===== src/eefe_pkg.sv =====
// ============================================================================
// eefe_pkg: shared types for the encoder extension and following-error block
// Mode and register codes, and the sample and result word layouts.
// ============================================================================
package eefe_pkg;

    typedef enum logic [1:0] {
        MODE_SAMPLE       = 2'd0,
        MODE_PRESET_TWO   = 2'd1,
        MODE_PRESET_THREE = 2'd2,
        MODE_CLEAR        = 2'd3
    } mode_t;

    typedef enum logic [1:0] {
        REG_STEP_RATE  = 2'd0,
        REG_BAND_ONE   = 2'd1,
        REG_BAND_TWO   = 2'd2,
        REG_BAND_THREE = 2'd3
    } cfg_reg_t;

    localparam logic [31:0] ONE_OFFSET = 32'h8000_0000;
    localparam logic [15:0] STEP_RATE_RESET = 16'd1;

    typedef struct packed {
        mode_t              mode;
        logic        [31:0] raw_one;
        logic        [15:0] raw_two;
        logic        [15:0] raw_three;
        logic signed [31:0] steps_one;
        logic signed [31:0] steps_two;
        logic signed [31:0] steps_three;
        logic signed [31:0] preset_value;
    } sample_t;

    typedef struct packed {
        logic signed [31:0] position_one;
        logic signed [31:0] position_two;
        logic signed [31:0] position_three;
        logic        [2:0]  over_band;
        logic               error_latched;
    } result_t;

    // Per-channel control toward a count extender.
    typedef struct packed {
        logic accept;
        logic do_track;
        logic do_preset;
    } ext_ctrl_t;

endpackage


===== src/eefe_merge.sv =====
// ============================================================================
// eefe_merge: combines lane flags into the result word
// Holds the sticky error latch and the output register.
// ============================================================================
module eefe_merge
    import eefe_pkg::*;
(
    input  logic               clk,
    input  logic               rst_n,
    input  logic               en,
    input  logic               stage_valid,
    input  mode_t              stage_mode,
    input  logic signed [31:0] pos_one,
    input  logic signed [31:0] pos_two,
    input  logic signed [31:0] pos_three,
    input  logic        [2:0]  over,
    output logic               out_valid,
    output result_t            out_word
);

    logic    valid_reg, valid_next;
    logic    sticky_reg, sticky_next;
    result_t word_reg;

    always_comb
    begin
        sticky_next = sticky_reg;
        if (stage_valid)
        begin
            if (stage_mode == MODE_CLEAR)
                sticky_next = 1'b0;
            else if (stage_mode == MODE_SAMPLE && over != 3'd0)
                sticky_next = 1'b1;
        end
        valid_next = stage_valid;
    end

    always_ff @(posedge clk or negedge rst_n)
    begin
        if (!rst_n)
        begin
            valid_reg  <= 1'b0;
            sticky_reg <= 1'b0;
        end
        else if (en)
        begin
            valid_reg  <= valid_next;
            sticky_reg <= sticky_next;
        end
    end

    always_ff @(posedge clk)
    begin
        if (en)
        begin
            word_reg.position_one   <= pos_one;
            word_reg.position_two   <= pos_two;
            word_reg.position_three <= pos_three;
            word_reg.over_band      <= (stage_mode == MODE_SAMPLE) ? over : 3'd0;
            word_reg.error_latched  <= sticky_next;
        end
    end

    assign out_valid = valid_reg;
    assign out_word  = word_reg;

endmodule


===== config.mk =====
export PLATFORM = sky130hd
export DESIGN_NAME = eefe_merge
export DESIGN_NICKNAME = d
export VERILOG_FILES = /design/src/eefe_pkg.sv /design/src/eefe_merge.sv
export SDC_FILE = /design/constraint.sdc
export NUM_CORES = 1
export LEC_CHECK = 0
export BUFFER_PORTS_ARGS = -buffer_cell sky130_fd_sc_hd__buf_4
export CAP_MARGIN = 20
export CORE_MARGIN = 2
export CORE_UTILIZATION = 44
export DETAILED_ROUTE_END_ITERATION = 8
export PLACE_DENSITY = 0.91
export SLEW_MARGIN = 40
export SYNTH_ARGS = -nofsm -noshare
export SYNTH_HDL_FRONTEND = slang
export SYNTH_SLANG_ARGS = --single-unit

===== constraint.sdc =====
create_clock -name clk -period 1.3 [get_ports clk]
set_input_delay 0.195 -clock clk [delete_from_list [all_inputs] [get_ports clk]]
set_output_delay 0.195 -clock clk [all_outputs]
set_load 0.05 [all_outputs]

==> impl_metrics.toml <==
[cts]
clk_latency_ps = 370
hold_buffers = 43
clock-root-buffer = "clkbuf_8"
htreeDepth = 3
ctsResizeCount = 0
clockBufferDepth = 2
cts_setup_buffers = 0
numCtsBuffers = 9
cts_tree = "built"
path_clk_slew_ps = 120
clock_sinks = 102

[sta]
hold_viol = 0
clock.fmax_mhz = 797.8
setup_viol = 0
period_share = 0.9642
period_needed_ps = 1253
slew_headroom = 0.6782
rsz0062_at_grt = "false"
slew_viol_final = 0
holdWs_ps = 19.92
clock_skew_ps = 0.5861
fin_setup_tns_ps = 0
max_slew.worst_pin.slew_ps = 480.9

[route]
wl_um = 13430
wl_per_cell_um = 25.83
via_per_inst = 5.087
drtPass1Iterations = 4
drt_iter0_drc = 204
drc = 0
vias = 2645
detail-route-antenna-nets = 0

[floorplanning]
io_pins = 206
die_w_um = 88.44
die_h_um = 88.44
rows = 30
fp.dieArea_mm2 = 0.007821
core-area_mm2 = 0.006832
initial_core_util = 0.4592

[logic_synthesis]
synth_cells = 113
yosys_register_bits = 102
synth.yosys.seq_area_share = 0.9733
syn_nets = 218
synthDistinctLibCells = 10
ys_warn_count = 0
synth_area_mm2 = 0.003137
post_synth.cell_area_avg_um2 = 27.76

[setup_path]
cp_num_cells = 1
critPathTopFamily = "flip-flops"
end_kind = "output pin"
crit_buf_inv = 1
critical_path.max_stage_delay_ps = 460
start_kind = "register"
arrival_ps = 1060
worst_path_max_delay_cell = "edfxtp_1"
path_max_fanout = 1
path_cells = "buf_4"
critical_path_required_ps = 1110
crit_type = "reg -> out"
rr_worst_depth = 1

[final_layout]
fillerInstances = 284
drive_above_1_share = 0.5343
fin_nets = 523
largest_reg_flops = 100
area_growth_pct = 88.99
final_area_mm2 = 0.005928

[worst_hold_path]
hp-class = "in -> reg"
hold_depth = 1

[power]
power_density_mw_per_mm2 = 1401
ir_worst_vdd_uv = 1137
leakagePower_nw = 2.509

[global_routing]
antenna_found_initial = 0
grt_pass1_wl_um = 14810
grt_usage = 0.2804
grt_pass1_vias = 2538
overflow = 0
grt_max_degree = 46

[place]
place_area_mm2 = 0.004843
dpl.hpwl_um = 6545
numPortBuffers = 205
gp_congestion = 0.7607

[flow_run]
max_cap_viol_count = 0

[outcome]
status = "completed"
[routing by layer]
metal	part of all wire	track usage
met5	0	0.01299
met4	0.046	0.1350
met3	0.11	0.1278
met2	0.51	0.4860
met1	0.34	0.2865
[where the power goes]
| group | total (mW) | leakage (nW) | switching [mW] | internal (mW) |
|---|---|---|---|---|
| clock network | 2.31 | 0.113 | 1.20 | 1.11 |
| registers | 4.03 | 1.00 | 0.124 | 3.91 |
| logic | 1.97 | 1.39 | 1.26 | 0.705 |
[logic make-up after synthesis]
family / synth area share
muxes: 0.003590
AOI/OAI and AO/OA: 0.006382
and+or+nand+nor: 0.01675
DFF: 0.9733
[cell type report]
class / count / area [um^2] / area share
Clock buffer: 10 / 127.6 / 0.02153
Timing Repair Buffer: 294 / 2447 / 0.4128
Clock inverter: 6 / 93.84 / 0.01583
Antenna cell: 1 / 2.502 / 0.0004221
Multi-Input combinational cell: 11 / 83.83 / 0.01414
Sequential cell: 102 / 3053 / 0.5150
Tap cell: 96 / 120.1 / 0.02026
[final timing paths]
check	from	endpoint	slack [ps]
setup / recovery	out_word[10]	out_word[10]	50
hold / removal	pos_two[3]	out_word[39]	20
setup reg to reg	sticky_reg	out_word[0]	290
hold reg to reg	out_valid	out_valid	630
max in group asynchronous	rst_n	out_valid	1050
min in group asynchronous	rst_n	sticky_reg	160
[synth_stat cells, drive strengths merged]
library cell	instances	area (um^2)
a32o	2	20.02
nor2	1	3.750
edfxtp	100	3003
or3	1	11.26
and2	4	26.28
nand3	1	5.000
dfrtp	2	50.05
mux2	1	11.26
nand4	1	6.260
[layout by cell type (no fill, tap or decap), drive strengths merged]
cell and instances:
inv 2, nor2 1, diode 1, dlygate4sd3 86, bufinv 2, edfxtp 100
clkinv 2, a32o 2, clkbuf 10, mux2 1, dfrtp 2, or3 1
nand4 1, nand3 1, and2 4, buf 208
[stage by stage]
| step | power, mW | setup slack, ps | utilization | std cells |
|---|---|---|---|---|
| global placement | 5.680 | 119.5 | 0.7090 | 417 |
| floorplan | 4.982 | 247.9 | - | 113 |
| finish | 8.303 | 46.54 | 0.8678 | 520 |
| detailed placement | 5.733 | 55.82 | 0.7090 | 417 |
| CTS | 7.989 | 86.98 | 0.8044 | 476 |
| global route | 8.505 | 28.16 | 0.8674 | 519 |
No activity file was read; power rests on OpenSTA's default activity.
