## src/eefe_pkg.sv

```systemverilog
// ============================================================================
// eefe_pkg: shared types for the encoder extension and following-error block
// Mode and register codes, and the sample and result word layouts.
// ============================================================================
package eefe_pkg;

    typedef enum logic [1:0] {
        MODE_SAMPLE       = 2'd0,
        MODE_PRESET_TWO   = 2'd1,
        MODE_PRESET_THREE = 2'd2,
        MODE_CLEAR        = 2'd3
    } mode_t;

    typedef enum logic [1:0] {
        REG_STEP_RATE  = 2'd0,
        REG_BAND_ONE   = 2'd1,
        REG_BAND_TWO   = 2'd2,
        REG_BAND_THREE = 2'd3
    } cfg_reg_t;

    localparam logic [31:0] ONE_OFFSET = 32'h8000_0000;
    localparam logic [15:0] STEP_RATE_RESET = 16'd1;

    typedef struct packed {
        mode_t              mode;
        logic        [31:0] raw_one;
        logic        [15:0] raw_two;
        logic        [15:0] raw_three;
        logic signed [31:0] steps_one;
        logic signed [31:0] steps_two;
        logic signed [31:0] steps_three;
        logic signed [31:0] preset_value;
    } sample_t;

    typedef struct packed {
        logic signed [31:0] position_one;
        logic signed [31:0] position_two;
        logic signed [31:0] position_three;
        logic        [2:0]  over_band;
        logic               error_latched;
    } result_t;

    // Per-channel control toward a count extender.
    typedef struct packed {
        logic accept;
        logic do_track;
        logic do_preset;
    } ext_ctrl_t;

endpackage

```

## src/eefe_lane.sv

```systemverilog
// ============================================================================
// eefe_lane: following-error check for one channel
// Multiply, subtract and band compare over three register stages.
// ============================================================================
module eefe_lane
    import eefe_pkg::*;
(
    input  logic               clk,
    input  logic               en,
    input  logic               check,
    input  logic signed [31:0] position,
    input  logic signed [31:0] steps,
    input  logic        [15:0] rate,
    input  logic        [30:0] band,
    output logic signed [31:0] position_out,
    output logic               over
);

    logic signed [48:0] prod_reg;
    logic signed [49:0] diff_reg;
    logic signed [31:0] pos1_reg, pos2_reg, pos3_reg;
    logic               chk1_reg, chk2_reg, over_reg;
    logic signed [49:0] band_s;

    assign band_s = signed'({19'd0, band});

    always_ff @(posedge clk)
    begin
        if (en)
        begin
            prod_reg <= 49'(steps * signed'({1'b0, rate}));
            pos1_reg <= position;
            chk1_reg <= check && (band != '0);

            diff_reg <= 50'(pos1_reg) - 50'(prod_reg);
            pos2_reg <= pos1_reg;
            chk2_reg <= chk1_reg;

            over_reg <= chk2_reg && ((diff_reg > band_s) || (diff_reg < -band_s));
            pos3_reg <= pos2_reg;
        end
    end

    assign position_out = pos3_reg;
    assign over         = over_reg;

endmodule

```

## config.mk

```make
export PLATFORM = sky130hd
export DESIGN_NAME = eefe_lane
export DESIGN_NICKNAME = d
export VERILOG_FILES = /design/src/eefe_pkg.sv /design/src/eefe_lane.sv
export SDC_FILE = /design/constraint.sdc
export NUM_CORES = 2
export LEC_CHECK = 0
export BUFFER_PORTS_ARGS = -buffer_cell sky130_fd_sc_hd__buf_2
export CORE_MARGIN = 3
export CORE_UTILIZATION = 55
export CTS_CLUSTER_DIAMETER = 60
export DETAILED_ROUTE_END_ITERATION = 12
export PLACE_DENSITY = 0.84
export SLEW_MARGIN = 20
export SYNTH_ARGS = -nofsm -noshare
export SYNTH_HDL_FRONTEND = slang
export SYNTH_SLANG_ARGS = --single-unit
export TNS_END_PERCENT = 30
```

## constraint.sdc

```tcl
create_clock -name clk -period 8.1 [get_ports clk]
set_clock_uncertainty 0.15 [all_clocks]
set_input_delay 0.405 -clock clk [delete_from_list [all_inputs] [get_ports clk]]
set_output_delay 0.405 -clock clk [all_outputs]
set_load 0.03 [all_outputs]
```

==> impl_results.md <==
* Clock input transition at the sequential cells of the worst setup and hold paths at 0.07 ns
* Crit share post-route at 87.3%
* MaxCap Viol Count at 0
* Layout Area Growth over Synthesis at 7.51%
* Crit path required time at roughly 8 ns
* Number of antenna violations at the first check in global routing at 1
* Die X at approximately 240 um
* Seq. cell area at approximately 5900 um2
* Hold-fix buffers, CTS at 32
* Number of clock sinks at 198
* Net count after synthesis at between 3000 and 4000
* Floorplan die area at around 56000 um2
* I/O pin count at around 150
* Share of cells above drive strength 1 at between 6 and 7%
* Total gr overflow at 0
* H-tree depth reported by CTS at 4
* Count of final max-slew check failures at 0
* Worst-skew pair later-pin latency at about 0.46 ns
* Largest family of logic cells by synthesized area: adder cells
* Worst EP arrival at 7.12 ns
* Met1 Track Usage GR at ~33%
* Post-synthesis compound-gate area fraction at under 10%
* Y dimension of the die at between 200 and 250 um
* Element type at the critical path start: input pin
* Number of rows created at floorplan at between 80 and 90
* CTS buffer count at 17
* Number of flip-flops in the largest register at 50
* Total count of hold-check failures in the final report at 0
* Ys async rst share at 0%
* Origin of the worst setup path: rate[8]
* Half-perimeter wire length after detailed placement at 53.6 mm
* Finished layout cell area at around 32000 um2
* Synth Area per Inst at ~9.6 um2
* Antenna viol nets, final at 0
* Busiest grt layer: met2
* DR DRC count at 0
* Class of the tightest hold or removal check: input pin to flop
* Post CTS Setup Buffer Count at 0
* Footprint of the multi-input gates at 20400 um2
* Root buffer cell: clkbuf_16
* Synthesized instance count at approximately 3100
* Floorplan Core Area at 52000 um2
* Weighted congestion at the end of routability-driven global placement at between 0.9 and 1
* Final total negative setup slack at 0 ns
* Total of flip-flops plus latches after synthesis at roughly 200
* Most instantiated flip-flop cell in the synthesis netlist: edfxtp_1
* First-pass GRT wire length at approximately 110 mm
* Unrepaired setup endpoints after global routing: false
* Most repeated cell in the gate-level netlist after synthesis: inv_1
* Placed standard-cell area at between 30000 and 40000 um2
* EDFF count, synth at between 150 and 200
* Worst R2R Start: prod_reg[0]$_DFFE_PP_
* Number of iterations in the first detailed-routing pass at 7
* Time the worst path needs with I/O delays and setup at roughly 7 ns
* Max Clk Rate at roughly 140 MHz
* Clock tree from TritonCTS: built
* Portion of netlist area occupied by mux cells at less than 1%
* Number of warning messages in the yosys log at 0
* Initial core utilization at 56.3%
* Via/cell ratio at 5.49
* Met3 Resource Use GR at under 10%
* Number of nets in the layout at 4004
* Outcome: completed
* Port Buffer Count at between 100 and 150
* Average detailed-routed wire length per instance at 17.4 um
* Initial drt markers at 1239
* Post-CTS Resized at 0
* Netlist Area Pre-Place at between 20000 and 30000 um2
* Simple-gate area share of the yosys netlist at between 10% and 20%
* Cell taking the most area after synthesis: fa_1
* Most common library cells after synthesis: inv_1, fa_1, nand2_1
* CTS max path bufs at 2
* Setup Viol. Count Final at 0
* Cell count of the worst reg-to-reg path at 11
* Terminus of the critical flop-to-flop path: diff_reg[46]$_DFFE_PP_
* Post-synthesis sequential area ratio at approximately a fifth
* Fill cell instance count of the final layout at approximately 4200
* Minimum setup slack among reg-to-reg paths at around 4.1 ns
* Highest net fanout along the worst path at 32
* Xor-xnor portion of the synthesized cell area at under 10%
* GR Util All Layers at between 20% and 30%
* Critical Setup Path Class: input pin to flop
* Via count of the first global-routing pass at ~22000
* Hold slack at about 0.13 ns
* Final wirelength at between 60 and 70 mm
* Area share of the largest cell type after synthesis at about a third
* Routed vias at between 20000 and 25000
* Number of different library cells in the post-synthesis netlist at 67
* Transition at the pin with the smallest max-transition slack at between 0.8 and 0.9 ns
* Worst setup endpoint: prod_reg[48]$_DFFE_PP_
* Met2 track utilization from global routing at about two fifths
* Post-synthesis share of cell area spent on full adders, half adders and majority gates at between 40% and 50%
* Largest net degree at the start of global routing at 72
* Type of destination of the critical path: flop
* Relative slew slack at between 40% and 50%
* Cells taking the most area after synthesis: fa_1, edfxtp_1, ha_1
==> placed cells by master, fill, tap and decap left out, drive strengths merged, types with 7 or more instances in the layout <==
| cell type | Yosys | routed |
|---|---|---|
| a2111oi | 10 | 10 |
| a211oi | 11 | 11 |
| a21o | 59 | 59 |
| a21oi | 114 | 114 |
| a31oi | 17 | 17 |
| and2 | 226 | 226 |
| and3 | 13 | 13 |
| buf | 1 | 153 |
| clkbuf | 102 | 19 |
| clkinv | 1 | 7 |
| dlygate4sd3 | 0 | 32 |
| edfxtp | 198 | 198 |
| fa | 490 | 490 |
| ha | 247 | 247 |
| inv | 687 | 695 |
| nand2 | 368 | 368 |
| nand2b | 18 | 18 |
| nand3 | 23 | 23 |
| nand4 | 29 | 29 |
| nor2 | 93 | 93 |
| nor2b | 16 | 16 |
| nor3 | 27 | 27 |
| nor4 | 10 | 10 |
| o211ai | 11 | 11 |
| o21a | 14 | 14 |
| o21ai | 67 | 67 |
| o21bai | 12 | 12 |
| xnor2 | 94 | 94 |
| xor2 | 24 | 24 |
==> worst min-delay path by stage <==
stage | start | slack [ns] | endpoint | depth (start not counted)
floorplan | chk1_reg$_DFFE_PP_ | 0.25 | chk2_reg$_DFFE_PP_ | 0
global route | check | 0.16 | chk1_reg$_DFFE_PP_ | 2
detailed placement | pos2_reg[0]$_DFFE_PP_ | 0.25 | position_out[0]$_DFFE_PP_ | 0
finish | check | 0.13 | chk1_reg$_DFFE_PP_ | 2
global placement | pos2_reg[22]$_DFFE_PP_ | 0.25 | position_out[22]$_DFFE_PP_ | 0
CTS | check | 0.11 | chk1_reg$_DFFE_PP_ | 2
==> logic make-up (layout without fill, tap and decap cells) <==
group | count (synthesis) | after routing
simple gates | 848 | 848
buf+inv | 791 | 906
flops | 198 | 198
fa+ha+maj | 737 | 737
other cells | 0 | 1
mux | 1 | 1
xor+xnor | 118 | 118
compound gates | 358 | 358
==> through the flow <==
step           std cells  setup slack (ns)  utilization (%)
2_1_floorplan       3051              1.52                -
3_3_place_gp        3782             0.753             58.7
3_5_place_dp        3782             0.582             58.7
4_1_cts             3846              1.09             60.5
5_1_grt             3847             0.644             60.6
6_report            3847              1.02             60.6
==> critical path, stage by stage <==
cell and delay [ns]:
buf_2 0.54, nand2_1 0.14, fa_1 0.51, inv_1 0.05, fa_1 0.50, inv_1 0.05
fa_1 0.48, inv_1 0.06, fa_1 0.50, fa_1 0.55, inv_1 0.05, fa_1 0.53
inv_1 0.05, ha_1 0.35, and2_1 0.19, nor2b_1 0.13, a211oi_1 0.44, a211oi_1 0.19
nor3_1 0.32, o21bai_1 0.25, a221oi_1 0.49, mux2i_1 0.25, nand4_1 0.10
==> metal layers <==
metal  vias to the layer above  wire length [um]
met5                         -                 0
met4                         0              1620
met3                       145              5130
met2                       837             32000
met1                     10400             28100
li1                       9747                 -
==> layout make-up <==
class | instances | area share [%]
multi-input combinational | 2062 | 64.7
clock buffer | 18 | 1.36
timing repair buffer | 186 | 3.55
tap | 680 | 2.70
clock inverter | 14 | 0.612
sequential | 198 | 18.9
antenna | 1 | 0.00794
inverter | 688 | 8.20
Power is left out: the tool's default activity adds up to more than one toggle a clock period on the data nets, which glitch-free logic cannot reach.
