$ cat src/eefe_pkg.sv
// ============================================================================
// eefe_pkg: shared types for the encoder extension and following-error block
// Mode and register codes, and the sample and result word layouts.
// ============================================================================
package eefe_pkg;

    typedef enum logic [1:0] {
        MODE_SAMPLE       = 2'd0,
        MODE_PRESET_TWO   = 2'd1,
        MODE_PRESET_THREE = 2'd2,
        MODE_CLEAR        = 2'd3
    } mode_t;

    typedef enum logic [1:0] {
        REG_STEP_RATE  = 2'd0,
        REG_BAND_ONE   = 2'd1,
        REG_BAND_TWO   = 2'd2,
        REG_BAND_THREE = 2'd3
    } cfg_reg_t;

    localparam logic [31:0] ONE_OFFSET = 32'h8000_0000;
    localparam logic [15:0] STEP_RATE_RESET = 16'd1;

    typedef struct packed {
        mode_t              mode;
        logic        [31:0] raw_one;
        logic        [15:0] raw_two;
        logic        [15:0] raw_three;
        logic signed [31:0] steps_one;
        logic signed [31:0] steps_two;
        logic signed [31:0] steps_three;
        logic signed [31:0] preset_value;
    } sample_t;

    typedef struct packed {
        logic signed [31:0] position_one;
        logic signed [31:0] position_two;
        logic signed [31:0] position_three;
        logic        [2:0]  over_band;
        logic               error_latched;
    } result_t;

    // Per-channel control toward a count extender.
    typedef struct packed {
        logic accept;
        logic do_track;
        logic do_preset;
    } ext_ctrl_t;

endpackage

$ cat src/eefe_ext.sv
// ============================================================================
// eefe_ext: count extender for one narrow encoder channel
// Keeps the upper word and last quadrant, and forms the 32-bit position.
// ============================================================================
module eefe_ext
    import eefe_pkg::*;
#(
    parameter int LOW_COUNT_WIDTH = 16
)
(
    input  logic               clk,
    input  logic               rst_n,
    input  ext_ctrl_t          ctrl,
    input  logic        [15:0] raw,
    input  logic signed [31:0] preset_value,
    output logic signed [31:0] position
);

    localparam int UPPER_W = (LOW_COUNT_WIDTH < 32) ? 32 - LOW_COUNT_WIDTH : 1;
    localparam logic [31:0] LOW_MASK = 32'((64'd1 << LOW_COUNT_WIDTH) - 64'd1);

    logic [UPPER_W-1:0] upper_reg, upper_next;
    logic [1:0]         quad_reg, quad_next;
    logic [31:0]        low;
    logic [1:0]         quad_now;
    logic [31:0]        preset_bits;

    assign low         = {16'd0, raw} & LOW_MASK;
    assign quad_now    = low[LOW_COUNT_WIDTH-1 -: 2];
    assign preset_bits = preset_value;

    always_comb
    begin
        upper_next = upper_reg;
        quad_next  = quad_reg;
        if (ctrl.do_preset)
        begin
            upper_next = UPPER_W'(preset_bits >> LOW_COUNT_WIDTH);
            quad_next  = preset_bits[LOW_COUNT_WIDTH-1 -: 2];
        end
        else if (ctrl.do_track)
        begin
            // A pass from the top quadrant to the bottom one is a forward wrap.
            if (quad_now == 2'd0 && quad_reg == 2'd3)
                upper_next = upper_reg + 1'b1;
            else if (quad_now == 2'd3 && quad_reg == 2'd0)
                upper_next = upper_reg - 1'b1;
            quad_next = quad_now;
        end
    end

    always_ff @(posedge clk or negedge rst_n)
    begin
        if (!rst_n)
        begin
            upper_reg <= '0;
            quad_reg  <= '0;
        end
        else if (ctrl.accept)
        begin
            upper_reg <= upper_next;
            quad_reg  <= quad_next;
        end
    end

    assign position = (32'(upper_next) << LOW_COUNT_WIDTH) | low;

endmodule

$ cat config.mk
export PLATFORM = sky130hd
export DESIGN_NAME = eefe_ext
export DESIGN_NICKNAME = d
export VERILOG_FILES = /design/src/eefe_pkg.sv /design/src/eefe_ext.sv
export SDC_FILE = /design/constraint.sdc
export NUM_CORES = 1
export LEC_CHECK = 0
export BUFFER_PORTS_ARGS = -buffer_cell sky130_fd_sc_hd__buf_4
export CAP_MARGIN = 25
export CELL_PAD_IN_SITES_DETAIL_PLACEMENT = 0
export CELL_PAD_IN_SITES_GLOBAL_PLACEMENT = 1
export CORE_AREA = 3 3 89 91
export CTS_CLUSTER_DIAMETER = 150
export CTS_CLUSTER_SIZE = 20
export DETAILED_ROUTE_END_ITERATION = 16
export DIE_AREA = 0 0 92 94
export PLACE_DENSITY_LB_ADDON = 0.1
export SLEW_MARGIN = 20
export SYNTH_ARGS = -nofsm -noshare
export SYNTH_HDL_FRONTEND = slang
export SYNTH_SLANG_ARGS = --single-unit
$ cat constraint.sdc
create_clock -name clk -period 3 [get_ports clk]
set_input_delay 0.6 -clock clk [delete_from_list [all_inputs] [get_ports clk]]
set_output_delay 0.6 -clock clk [all_outputs]
set_load 0.1 [all_outputs]
==> results of run 1 <==
## layout make-up
cell class / count / area [µm²] / share of cell area
Sequential cell: 18 / 452 / 0.153
Multi-Input combinational cell: 187 / 1460 / 0.496
Clock buffer: 4 / 55.1 / 0.0187
Timing Repair Buffer: 87 / 813 / 0.276
Inverter: 11 / 41.3 / 0.0140
Tap cell: 99 / 124 / 0.0420
## worst paths after layout
| path | slack, ns | cells after the start | startpoint | endpoint |
|---|---|---|---|---|
| worst max-delay path | -0.01 | 7 | quad_reg[1] | position[31] |
| worst min-delay path | 0.21 | 1 | rst_n | upper_reg[15] |
| worst max register to register | 0.91 | 9 | quad_reg[1] | upper_reg[13] |
| worst min register to register | 0.60 | 1 | quad_reg[0] | quad_reg[0] |
| max in group asynchronous | 2.56 | 1 | rst_n | quad_reg[0] |
| min in group clk | 0.59 | 3 | preset_value[30] | upper_reg[14] |
## power breakdown
group	internal (mW)	switching [mW]
clock	0.117	0.101
combinational	0.259	0.433
sequential	0.278	0.0360
## cells by family after synthesis
family / Yosys count / synth area share
simple gates: 101 / 0.292
compound gates: 64 / 0.241
buf+inv: 48 / 0.128
flops: 18 / 0.227
mux: 11 / 0.0600
xor+xnor: 9 / 0.0398
fa+ha+maj: 2 / 0.0126
## synthesized netlist by cell type (2+ instances only)
library cell,n,area (µm²)
a211oi_1,4,30.0
a21boi_0,2,15.0
a21oi_1,10,50.1
a221o_1,4,40.0
a221oi_2,4,60.1
a22o_1,5,43.8
a311o_1,4,40.0
a31oi_1,2,12.5
and2_1,3,18.8
and3_1,6,37.5
and4_1,4,35.0
buf_2,4,20.0
buf_4,18,135
clkbuf_1,15,56.3
dfrtp_1,18,450
ha_1,2,25.0
inv_1,11,41.3
mux2_2,7,78.8
mux2i_1,4,40.0
nand2_1,16,60.1
nand3_1,18,90.1
nand3b_1,5,37.5
nand4_1,6,37.5
nor2_1,10,37.5
nor2b_1,5,31.3
nor3_1,12,60.1
nor4_1,5,31.3
o21ai_0,15,75.1
o21ai_1,2,10.0
o31ai_1,2,15.0
or3_1,3,18.8
or4_1,3,22.5
xnor2_1,4,35.0
xor2_1,5,43.8
## per-layer routing
layer | global-route usage | vias up
met3 | 0.0216 | 9
met1 | 0.221 | 1012
met4 | 0.0458 | 0
met2 | 0.229 | 41
met5 | 0 | -
li1 | - | 1051
## metrics by stage
| step | cells | TNS [ns] |
|---|---|---|
| floorplan | 253 | -0.394 |
| finish | 406 | -0.0111 |
| detailed placement | 395 | -1.23 |
| global placement | 395 | -1.24 |
| CTS | 399 | -0.138 |
| global route | 406 | -0.529 |
## timing repair
action	CTS	global route
endpoints found under the setup margin	13	13
pin swaps	2	19
resized for setup	21	42
setup buffers	0	8
## cells in the final DEF (no fill, tap or decap), drive strengths merged, types with 5 or more instances in the layout
| cell type | n |
|---|---|
| nor4 | 5 |
| nor3 | 12 |
| a21oi | 10 |
| nand3 | 18 |
| nand3b | 5 |
| buf | 87 |
| nand4 | 6 |
| inv | 11 |
| xor2 | 5 |
| and3 | 6 |
| nor2b | 5 |
| a22o | 5 |
| mux2 | 7 |
| dfrtp | 18 |
| o21ai | 17 |
| nand2 | 16 |
| nor2 | 10 |
==> impl_table.tex, run 1 <==
\begin{tabular}{lr}
\hline
Metric & Value \\
\hline
\multicolumn{2}{l}{\textbf{Yosys}} \\
\quad Number of enable-type register cells in the synthesized netlist & 0 \\
\quad Main synth FF type & dfrtp\_1 \\
\quad Netlist cell types & 49 \\
\quad Sequential fraction of the synthesis area & 0.227 \\
\quad Fraction of registers with async set or reset after synthesis & 1.00 \\
\quad Register bit count reported by yosys & 18 \\
\quad Synthesized instance count & around 250 \\
\quad Warnings, synthesis & 0 \\
\quad Synth Area per Inst & $\sim$7.8 µm² \\
\quad Post-Synthesis Cell Area & between 1500 and 2000 µm² \\
\quad Number of nets produced by synthesis & 308 \\
\multicolumn{2}{l}{\textbf{Clock network}} \\
\quad \# hold bufs at CTS & 0 \\
\quad H-Tree Depth & 1 \\
\quad CTS tree & yes \\
\quad Root buffer selected by CTS & clkbuf\_8 \\
\quad Num Clock Sinks & 18 \\
\quad Clock transition at the register clock pins on the worst setup and hold paths after CTS & around 0.08 ns \\
\quad Worst-skew pair later-pin latency & roughly 0.26 ns \\
\quad Maximum number of buffers from clock root to sink & 2 \\
\quad Number of buffers added by the clock tree synthesis step & 3 \\
\multicolumn{2}{l}{\textbf{Cells and area}} \\
\quad Count of antenna diodes in the layout & 0 \\
\quad Fraction of final layout cells sized beyond drive strength 1 & 0.427 \\
\quad Layout Utilization & 0.408 \\
\quad Max FFs per register & 16 \\
\quad Total number of nets in the final design & between 300 and 400 \\
\quad Relative area change from synthesis to final layout & 48.8\% \\
\quad Fill count & $\sim$750 \\
\quad Finished Cell Area & around 2900 µm² \\
\multicolumn{2}{l}{\textbf{Pwr}} \\
\quad Largest vdd supply drop & 0.000171 V \\
\quad LEAKAGE & 1.30 nW \\
\quad Pwr/cell area & between 400 and 500 nW/µm² \\
\quad Overall power & approximately 1.2 mW \\
\multicolumn{2}{l}{\textbf{Timing}} \\
\quad Final hold slack & between 0.2 and 0.25 ns \\
\quad Max transition margin & 0.715 \\
\quad Final hold violation count & 0 \\
\quad Period utilisation layout & 1.00 \\
\quad Setup WS post-layout & -0.0111 ns \\
\quad Post-Route Skew & around 0.0021 ns \\
\quad Count of endpoints failing setup in the final report & 1 \\
\quad Minimum clock period after layout & 3.01 ns \\
\quad Worst Max-Slew Pin Slew & about 0.42 ns \\
\quad Maximum clock rate & 332 MHz \\
\quad RSZ-0062 raised after global routing & true \\
\quad Number of pins exceeding their max-slew limit in the final report & 0 \\
\multicolumn{2}{l}{\textbf{Placed design}} \\
\quad Quantity of I/O buffers inserted on ports & 42 \\
\quad Final estimated routing congestion in global placement & 0.763 \\
\quad Placed instance area & approximately 2500 µm² \\
\quad Detail Placement HPWL & 4.68 mm \\
\quad Post-Place Worst Slack & -0.175 ns \\
\multicolumn{2}{l}{\textbf{GRT}} \\
\quad Total GRT Usage & 0.151 \\
\quad Pin count of the biggest net entering global routing & 42 \\
\quad Initial antenna violation count & 0 \\
\quad Wire length of the first global-routing pass & roughly 10 mm \\
\quad Via count of the first global-routing pass & 2,021 \\
\quad Total global routing overflow & 0 \\
\multicolumn{2}{l}{\textbf{Detailed routing}} \\
\quad Routed WL & between 6 and 7 mm \\
\quad Routed via count & roughly 2,100 \\
\quad Antenna-violating nets left & 0 \\
\quad Per-cell via count in the routed design & about 5.2 \\
\quad Detailed-routing iteration count for the pre-antenna-repair pass & 4 \\
\quad DR iter-0 viols & 88 \\
\quad DRC Markers & 0 \\
\quad Wirelength per Cell & between 15 and 20 µm \\
\quad Highest routed layer & met4 \\
\quad Met3 WL post-DR & roughly 270 µm \\
\quad Met1 wire length & 3.12 mm \\
\quad Sum of met2 wire segment lengths after detailed routing & $\sim$2.9 mm \\
\multicolumn{2}{l}{\textbf{Floorplan}} \\
\quad Count of standard-cell rows & 31 \\
\quad Vert. Die Dim & 94 µm \\
\quad Count of pins on the block boundary & 85 \\
\quad Starting density of the core & 0.275 \\
\quad Area of the core & between 7000 and 8000 µm² \\
\quad Chip width & 92 µm \\
\quad Die ar. & about 8600 µm² \\
\multicolumn{2}{l}{\textbf{Outcome}} \\
\quad Outcome & finished, violations left \\
\quad Violations in the final reports & setup timing \\
\multicolumn{2}{l}{\textbf{Setup path}} \\
\quad Critical path required time & 2.40 ns \\
\quad Library cell contributing the largest single delay on the critical path & or4b\_4 \\
\quad Critical path data arrival time & 2.41 ns \\
\quad Endpoint type of the worst setup path & output port \\
\quad Gate family responsible for the most delay along the worst path & simple AND/OR/NAND/NOR gates \\
\quad Critical path class & reg -> out \\
\quad Sequence of cells on the critical path & and4bb\_4, buf\_6, or4b\_4, a221oi\_4, xnor2\_2, o21ai\_4, buf\_12 \\
\quad Longest individual stage delay on the worst path & 0.54 ns \\
\quad Largest fanout on the critical path & 5 \\
\quad Type of origin of the critical path & flip-flop \\
\quad Buf/Inv on CP & 2 \\
\multicolumn{2}{l}{\textbf{Min path}} \\
\quad Worst hold-check path type & in -> async \\
\multicolumn{2}{l}{\textbf{Run}} \\
\quad Maximum capacitance violations & 0 \\
\hline
\end{tabular}
(Power assumes the default switching activity.)
==> inputs of run 2 (changes only) <==
--- a/config.mk
+++ b/config.mk
@@ -5,6 +5,7 @@
 export SDC_FILE = /design/constraint.sdc
 export NUM_CORES = 1
 export LEC_CHECK = 0
+export ABC_AREA = 1
 export BUFFER_PORTS_ARGS = -buffer_cell sky130_fd_sc_hd__buf_4
 export CAP_MARGIN = 25
 export CELL_PAD_IN_SITES_DETAIL_PLACEMENT = 0
==> run 2 against run 1 <==
The run now ends clean. Final area is 17% lower. Clock skew hardly changed. Final cell count is 9.9% higher. Maximum frequency is 6.7% higher. Setup slack better by 0.19 ns. Largest power group unchanged.
==> impl_table.tex, run 2 <==
\begin{tabular}{lr}
\hline
Metric & Value \\
\hline
\multicolumn{2}{l}{\textbf{GRT}} \\
\quad Initial antenna violation count & 0 \\
\quad Pin count of the biggest net entering global routing & 35 \\
\quad Total global routing overflow & 0 \\
\quad Wire length of the first global-routing pass & 9.74 mm \\
\quad Via count of the first global-routing pass & $\sim$2,000 \\
\quad Total GRT Usage & 0.142 \\
\multicolumn{2}{l}{\textbf{Yosys}} \\
\quad Top cells by instance count after synthesis & 95 x nand2\_1, 38 x nor2\_1, 34 x nand3\_1, 23 x inv\_1, 18 x dfrtp\_1 \\
\quad Leading post-synthesis cells by cell area & dfrtp\_1 22\%, nand2\_1 18\%, nand3\_1 8.5\% \\
\quad Area share of the largest cell type after synthesis & 0.225 \\
\quad Post-Synthesis Cell Area & 2000 µm² \\
\quad Warnings, synthesis & 0 \\
\quad Number of nets produced by synthesis & roughly 380 \\
\quad Main synth FF type & dfrtp\_1 \\
\quad Cell taking the most area after synthesis & dfrtp\_1 \\
\quad Netlist cell types & 34 \\
\quad Sequential fraction of the synthesis area & 0.225 \\
\quad Synth Area per Inst & about 6.3 µm² \\
\quad Number of enable-type register cells in the synthesized netlist & 0 \\
\quad Fraction of registers with async set or reset after synthesis & 1.00 \\
\quad Register bit count reported by yosys & 18 \\
\quad Most repeated cell in the gate-level netlist after synthesis & nand2\_1 \\
\quad Synthesized instance count & 320 \\
\multicolumn{2}{l}{\textbf{Detailed routing}} \\
\quad Per-cell via count in the routed design & between 4 and 5 \\
\quad Routed via count & 1,951 \\
\quad DR iter-0 viols & about 100 \\
\quad Routed WL & between 5 and 6 mm \\
\quad Detailed-routing iteration count for the pre-antenna-repair pass & 4 \\
\quad Antenna-violating nets left & 0 \\
\quad Wirelength per Cell & about 13 µm \\
\quad DRC Markers & 0 \\
\multicolumn{2}{l}{\textbf{Clock network}} \\
\quad \# hold bufs at CTS & 0 \\
\quad Clock transition at the register clock pins on the worst setup and hold paths after CTS & roughly 0.080 ns \\
\quad Root buffer selected by CTS & clkbuf\_8 \\
\quad Number of cells upsized or downsized after cts & 0 \\
\quad Maximum number of buffers from clock root to sink & 2 \\
\quad Setup Buffers After CTS & 0 \\
\quad CTS tree & yes \\
\quad Worst-skew pair later-pin latency & 0.26 ns \\
\quad Num Clock Sinks & 18 \\
\quad Number of buffers added by the clock tree synthesis step & 3 \\
\quad H-Tree Depth & 1 \\
\multicolumn{2}{l}{\textbf{Setup path}} \\
\quad Critical path required time & $\sim$2.4 ns \\
\quad Type of origin of the critical path & input pin \\
\quad Critical path data arrival time & 2.22 ns \\
\quad Endpoint type of the worst setup path & output port \\
\quad Largest fanout on the critical path & 15 \\
\quad Critical path class & in -> out \\
\multicolumn{2}{l}{\textbf{Timing}} \\
\quad Post-Route Skew & about 0.0017 ns \\
\quad Setup WS post-layout & 0.177 ns \\
\quad Count of endpoints failing setup in the final report & 0 \\
\quad Final hold violation count & 0 \\
\quad Number of pins exceeding their max-slew limit in the final report & 0 \\
\quad Max transition margin & 0.732 \\
\quad Minimum clock period after layout & between 2 and 3 ns \\
\quad Period utilisation layout & 0.941 \\
\quad RSZ-0062 raised after global routing & false \\
\quad Maximum clock rate & 354 MHz \\
\quad Worst Max-Slew Pin Slew & about 0.4 ns \\
\multicolumn{2}{l}{\textbf{Pwr}} \\
\quad Internal portion of total power & between 500 and 600 µW \\
\quad Overall power & around 1.1 mW \\
\quad Largest vdd supply drop & around 0.00016 V \\
\quad Fraction of power consumed by the clock network & 0.201 \\
\quad Pwr/cell area & around 440 nW/µm² \\
\quad LEAKAGE & 1.19 nW \\
\quad Net switching power & approximately 530 µW \\
\quad Part of the total power dissipated in combinational logic & 0.502 \\
\quad Net switching fraction of the power & 0.492 \\
\quad Flop pwr share & 0.297 \\
\multicolumn{2}{l}{\textbf{Placed design}} \\
\quad Quantity of I/O buffers inserted on ports & 42 \\
\quad Post-Place Worst Slack & 0.178 ns \\
\quad Detail Placement HPWL & between 4 and 5 mm \\
\quad Final estimated routing congestion in global placement & roughly 0.84 \\
\quad Cell count after placement & $\sim$440 \\
\multicolumn{2}{l}{\textbf{Floorplan}} \\
\quad Die ar. & 8650 µm² \\
\quad Vert. Die Dim & approximately 94 µm \\
\quad Count of pins on the block boundary & 85 \\
\quad Starting density of the core & 0.278 \\
\quad Area of the core & roughly 7200 µm² \\
\quad Count of standard-cell rows & 31 \\
\quad Chip width & around 92 µm \\
\multicolumn{2}{l}{\textbf{Outcome}} \\
\quad Outcome & complete, no violations \\
\multicolumn{2}{l}{\textbf{Cells and area}} \\
\quad Fraction of final layout cells sized beyond drive strength 1 & 0.274 \\
\quad Max FFs per register & 16 \\
\quad Most frequent standard cell in the layout excluding fill and tap cells & nand2\_1 \\
\quad Count of antenna diodes in the layout & 0 \\
\quad Relative area change from synthesis to final layout & 21.4\% \\
\quad Layout Utilization & 0.337 \\
\quad Most frequent cells in the layout & 95 x nand2\_1, 48 x buf\_4, 37 x nor2\_1 \\
\quad Final std cells w/o fill & between 400 and 500 \\
\quad Total number of nets in the final design & a little over 400 \\
\multicolumn{2}{l}{\textbf{Run}} \\
\quad Maximum capacitance violations & 0 \\
\multicolumn{2}{l}{\textbf{Min path}} \\
\quad Worst hold-check path type & in -> async \\
\hline
\end{tabular}
## run 2: changes by cell type in the layout (fill, tap and decap cells not counted), sizes merged, moves of 6 or more
| cell | before | now |
|---|---|---|
| buf | 87 | 50 |
| mux2 | 7 | 0 |
| nor3 | 12 | 0 |
| nand3 | 18 | 36 |
| and3 | 6 | 0 |
| or2 | 0 | 11 |
| inv | 11 | 27 |
| nand2 | 16 | 102 |
| a21oi | 10 | 4 |
| nor2 | 10 | 46 |
## run 2: cell type report
| type | count | area (µm²) |
|---|---|---|
| Fill cell | 830 | 4780 |
| Multi-Input combinational cell | 248 | 1300 |
| Sequential cell | 18 | 450 |
| Timing Repair Buffer | 50 | 400 |
| Tap cell | 99 | 124 |
| Inverter | 27 | 101 |
| Clock buffer | 4 | 55.1 |
## run 2: routing by layer
metal,part of all wire,GRT usage,up-vias,wire length [µm]
met4,0.0077,0.0396,0,44
met1,0.51,0.197,851,2890
met3,0.036,0.0208,4,207
met5,0,0,-,0
met2,0.45,0.230,35,2570
li1,-,-,1061,-
## run 2: per-stage QoR
step	TNS [ns]	hold slack, ns	cell area, µm²
floorplan	-0.116	0.304	2040
global placement	0	0.498	2360
detailed placement	0	0.497	2360
CTS	0	0.204	2420
global route	0	0.207	2430
finish	0	0.204	2430
## run 2: cells by family after synthesis
logic type | Yosys count | synth area share
AND/OR/NAND/NOR | 208 | 0.497
buffers and inverters | 54 | 0.149
AO/OA/AOI/OAI | 33 | 0.0949
flip-flops | 18 | 0.225
XOR/XNOR | 5 | 0.0219
adder cells (fa/ha/maj) | 2 | 0.0125
## run 2: critical path: stages
cell	delay [ns]
buf_4	0.13
nor2_2	0.24
nand2_8	0.17
buf_4	0.21
o21ai_0	0.20
nor2_2	0.09
nand2_1	0.06
nand2_1	0.04
nand3_1	0.08
and2_1	0.13
buf_4	0.28
## run 2: worst paths after layout
| kind | startpoint | to | slack, ns | depth (start not counted) |
|---|---|---|---|---|
| max | raw[15] | position[27] | 0.18 | 11 |
| min | rst_n | upper_reg[14] | 0.20 | 1 |
| max reg2reg | quad_reg[0] | upper_reg[9] | 1.18 | 11 |
| min reg2reg | upper_reg[15] | upper_reg[15] | 0.52 | 2 |
| max in group asynchronous | rst_n | upper_reg[0] | 2.58 | 1 |
| min in group clk | upper_reg[15] | upper_reg[15] | 0.52 | 2 |
## run 2: power by group through the flow
stage / clock network, mW / logic (mW) / registers (mW)
2_1_floorplan: 0 / 0.511 / 0.311
3_3_place_gp: 0 / 0.543 / 0.326
3_5_place_dp: 0 / 0.544 / 0.325
4_1_cts: 0.229 / 0.546 / 0.320
5_1_grt: 0.241 / 0.594 / 0.328
6_report: 0.216 / 0.541 / 0.320
==> inputs of run 3 (changes only) <==
==> constraint.sdc (replaced) <==
create_clock -name clk -period 3.2 [get_ports clk]
set_input_delay 0.64 -clock clk [delete_from_list [all_inputs] [get_ports clk]]
set_output_delay 0.64 -clock clk [all_outputs]
set_load 0.1 [all_outputs]
==> run 3 against run 2 <==
Flip-flop and latch count unchanged. Register-to-register slack better by 0.04 ns. Worst hold slack better by 0.034 ns. Die area unchanged. Critical endpoint is now position[25]. Largest cell class unchanged. Highest routed layer unchanged.
==> impl_table.tex, run 3 (synthesized netlist as in run 2, its figures left out) <==
\begin{tabular}{lr}
\hline
Metric & Value \\
\hline
\multicolumn{2}{l}{\textbf{Timing}} \\
\quad Period utilisation layout & 0.927 \\
\quad Final hold violation count & 0 \\
\quad Number of pins exceeding their max-slew limit in the final report & 0 \\
\quad Worst Max-Slew Pin Slew & 0.410 ns \\
\quad Maximum clock rate & between 300 and 400 MHz \\
\quad Setup tns final & 0 ns \\
\quad Max transition margin & 0.726 \\
\quad Minimum clock period after layout & $\sim$3.0 ns \\
\quad Count of endpoints failing setup in the final report & 0 \\
\quad Post-Route Skew & 0.00697 ns \\
\quad RSZ-0062 raised after global routing & false \\
\multicolumn{2}{l}{\textbf{Clock network}} \\
\quad Number of cells upsized or downsized after cts & 0 \\
\quad Root buffer selected by CTS & clkbuf\_8 \\
\quad CTS tree & yes \\
\quad Number of buffers added by the clock tree synthesis step & 3 \\
\quad Setup Buffers After CTS & 0 \\
\quad Maximum number of buffers from clock root to sink & 2 \\
\quad H-Tree Depth & 1 \\
\quad Clock transition at the register clock pins on the worst setup and hold paths after CTS & 0.08 ns \\
\quad \# hold bufs at CTS & 0 \\
\quad Worst-skew pair later-pin latency & 0.26 ns \\
\quad Num Clock Sinks & 18 \\
\multicolumn{2}{l}{\textbf{Run}} \\
\quad Maximum capacitance violations & 0 \\
\multicolumn{2}{l}{\textbf{GRT}} \\
\quad Total global routing overflow & 0 \\
\quad Initial antenna violation count & 0 \\
\quad Pin count of the biggest net entering global routing & 35 \\
\quad Via count of the first global-routing pass & $\sim$1,800 \\
\quad Total GRT Usage & 0.138 \\
\quad Wire length of the first global-routing pass & roughly 9.4 mm \\
\multicolumn{2}{l}{\textbf{Pwr}} \\
\quad Net switching fraction of the power & 0.506 \\
\quad Part of the total power dissipated in combinational logic & 0.512 \\
\quad Fraction of power consumed by the clock network & 0.178 \\
\quad Pwr/cell area & a little over 400 nW/µm² \\
\quad Flop pwr share & 0.310 \\
\quad Internal portion of total power & 480 µW \\
\quad Largest vdd supply drop & 0.000179 V \\
\quad Net switching power & roughly 500 µW \\
\quad LEAKAGE & 1.16 nW \\
\multicolumn{2}{l}{\textbf{Cells and area}} \\
\quad Max FFs per register & 16 \\
\quad Layout Utilization & 0.327 \\
\quad Most frequent cells in the layout & 95 x nand2\_1, 44 x buf\_4, 38 x nor2\_1 \\
\quad Most frequent standard cell in the layout excluding fill and tap cells & nand2\_1 \\
\quad Finished Cell Area & roughly 2400 µm² \\
\quad Total number of nets in the final design & roughly 400 \\
\quad Final std cells w/o fill & 440 \\
\quad Fraction of final layout cells sized beyond drive strength 1 & 0.258 \\
\quad Count of antenna diodes in the layout & 0 \\
\quad Relative area change from synthesis to final layout & 17.6\% \\
\multicolumn{2}{l}{\textbf{Detailed routing}} \\
\quad Routed via count & $\sim$1,900 \\
\quad DRC Markers & 0 \\
\quad DR iter-0 viols & 83 \\
\quad Detailed-routing iteration count for the pre-antenna-repair pass & 4 \\
\quad Wirelength per Cell & 12.8 µm \\
\quad Per-cell via count in the routed design & roughly 4.4 \\
\quad Routed WL & between 5 and 6 mm \\
\quad Antenna-violating nets left & 0 \\
\multicolumn{2}{l}{\textbf{Placed design}} \\
\quad Final estimated routing congestion in global placement & roughly 0.83 \\
\quad Placed instance area & between 2000 and 2500 µm² \\
\quad Cell count after placement & about 440 \\
\quad Detail Placement HPWL & about 4.3 mm \\
\quad Quantity of I/O buffers inserted on ports & 42 \\
\multicolumn{2}{l}{\textbf{Setup path}} \\
\quad Endpoint of the lowest-slack register-to-register path & upper\_reg[9] \\
\quad Critical path required time & 2.56 ns \\
\quad RR Startpoint & quad\_reg[0] \\
\quad Endpoint type of the worst setup path & output port \\
\quad Critical path class & reg -> out \\
\quad Number of cell instances on the worst register-to-register path & 11 \\
\quad Worst setup slack for register-to-register paths & roughly 1.2 ns \\
\quad Largest fanout on the critical path & 19 \\
\quad Type of origin of the critical path & flip-flop \\
\quad Critical path data arrival time & 2.33 ns \\
\multicolumn{2}{l}{\textbf{Floorplan}} \\
\quad Count of standard-cell rows & 31 \\
\quad Chip width & 92 µm \\
\quad Count of pins on the block boundary & 85 \\
\quad Area of the core & 7210 µm² \\
\quad Vert. Die Dim & approximately 94 µm \\
\quad Starting density of the core & 0.278 \\
\quad Die ar. & about 8600 µm² \\
\multicolumn{2}{l}{\textbf{Min path}} \\
\quad Worst hold-check path type & in -> async \\
\multicolumn{2}{l}{\textbf{Outcome}} \\
\quad Outcome & complete, no violations \\
\hline
\end{tabular}
run 3: cell types whose count changed in the layout (fill, tap and decap cells not counted), sizes merged:
cell	change
buf	-5
clkbuf	-1
run 3: area by class of cell:
class | count | area, µm²
Multi-Input combinational cell | 248 | 1290
Inverter | 27 | 101
Sequential cell | 18 | 450
Clock buffer | 3 | 41.3
Fill cell | 862 | 4860
Timing Repair Buffer | 45 | 350
Tap cell | 99 | 124
run 3: critical path, stage by stage, from the launching register on:
cell and delay [ns]:
dfrtp_1 0.42, nand2_1 0.09, inv_2 0.06, nand2_4 0.26
buf_4 0.25, nor2_1 0.05, nor2_1 0.20, nand3_1 0.13
xor2_1 0.18, a21boi_2 0.12, buf_4 0.29
run 3: layer usage:
layer  global-route usage  vias to the layer above  share of wire
met5                    0                        -              0
met4               0.0309                        0         0.0085
met3               0.0200                        5          0.032
met2                0.215                       37           0.45
met1                0.199                      853           0.51
li1                     -                     1051              -
run 3: how the worst max path moves through the flow:
| stage | from | endpoint | depth (start not counted) |
|---|---|---|---|
| after floorplan | raw[15] | position[16] | 6 |
| after global placement | raw[14] | position[29] | 10 |
| after detailed placement | raw[15] | position[29] | 10 |
| after CTS | quad_reg[0] | position[29] | 10 |
| after global routing | quad_reg[0] | position[29] | 10 |
| final | quad_reg[0] | position[25] | 10 |
run 3: power groups by stage:
stage / clock, mW / combinational [mW] / sequential, mW
after CTS: 0.186 / 0.504 / 0.301
final: 0.173 / 0.497 / 0.301
after floorplan: 0 / 0.479 / 0.292
after global placement: 0 / 0.502 / 0.305
after detailed placement: 0 / 0.502 / 0.305
after global routing: 0.195 / 0.544 / 0.308
run 3: through the flow:
step	hold slack (ns)	power (mW)	setup slack (ns)
final	0.238	0.971	0.234
after global routing	0.247	1.05	0.0887
after CTS	0.245	0.991	0.189
after detailed placement	0.495	0.807	0.252
after global placement	0.498	0.807	0.232
after floorplan	0.344	0.771	0.00355
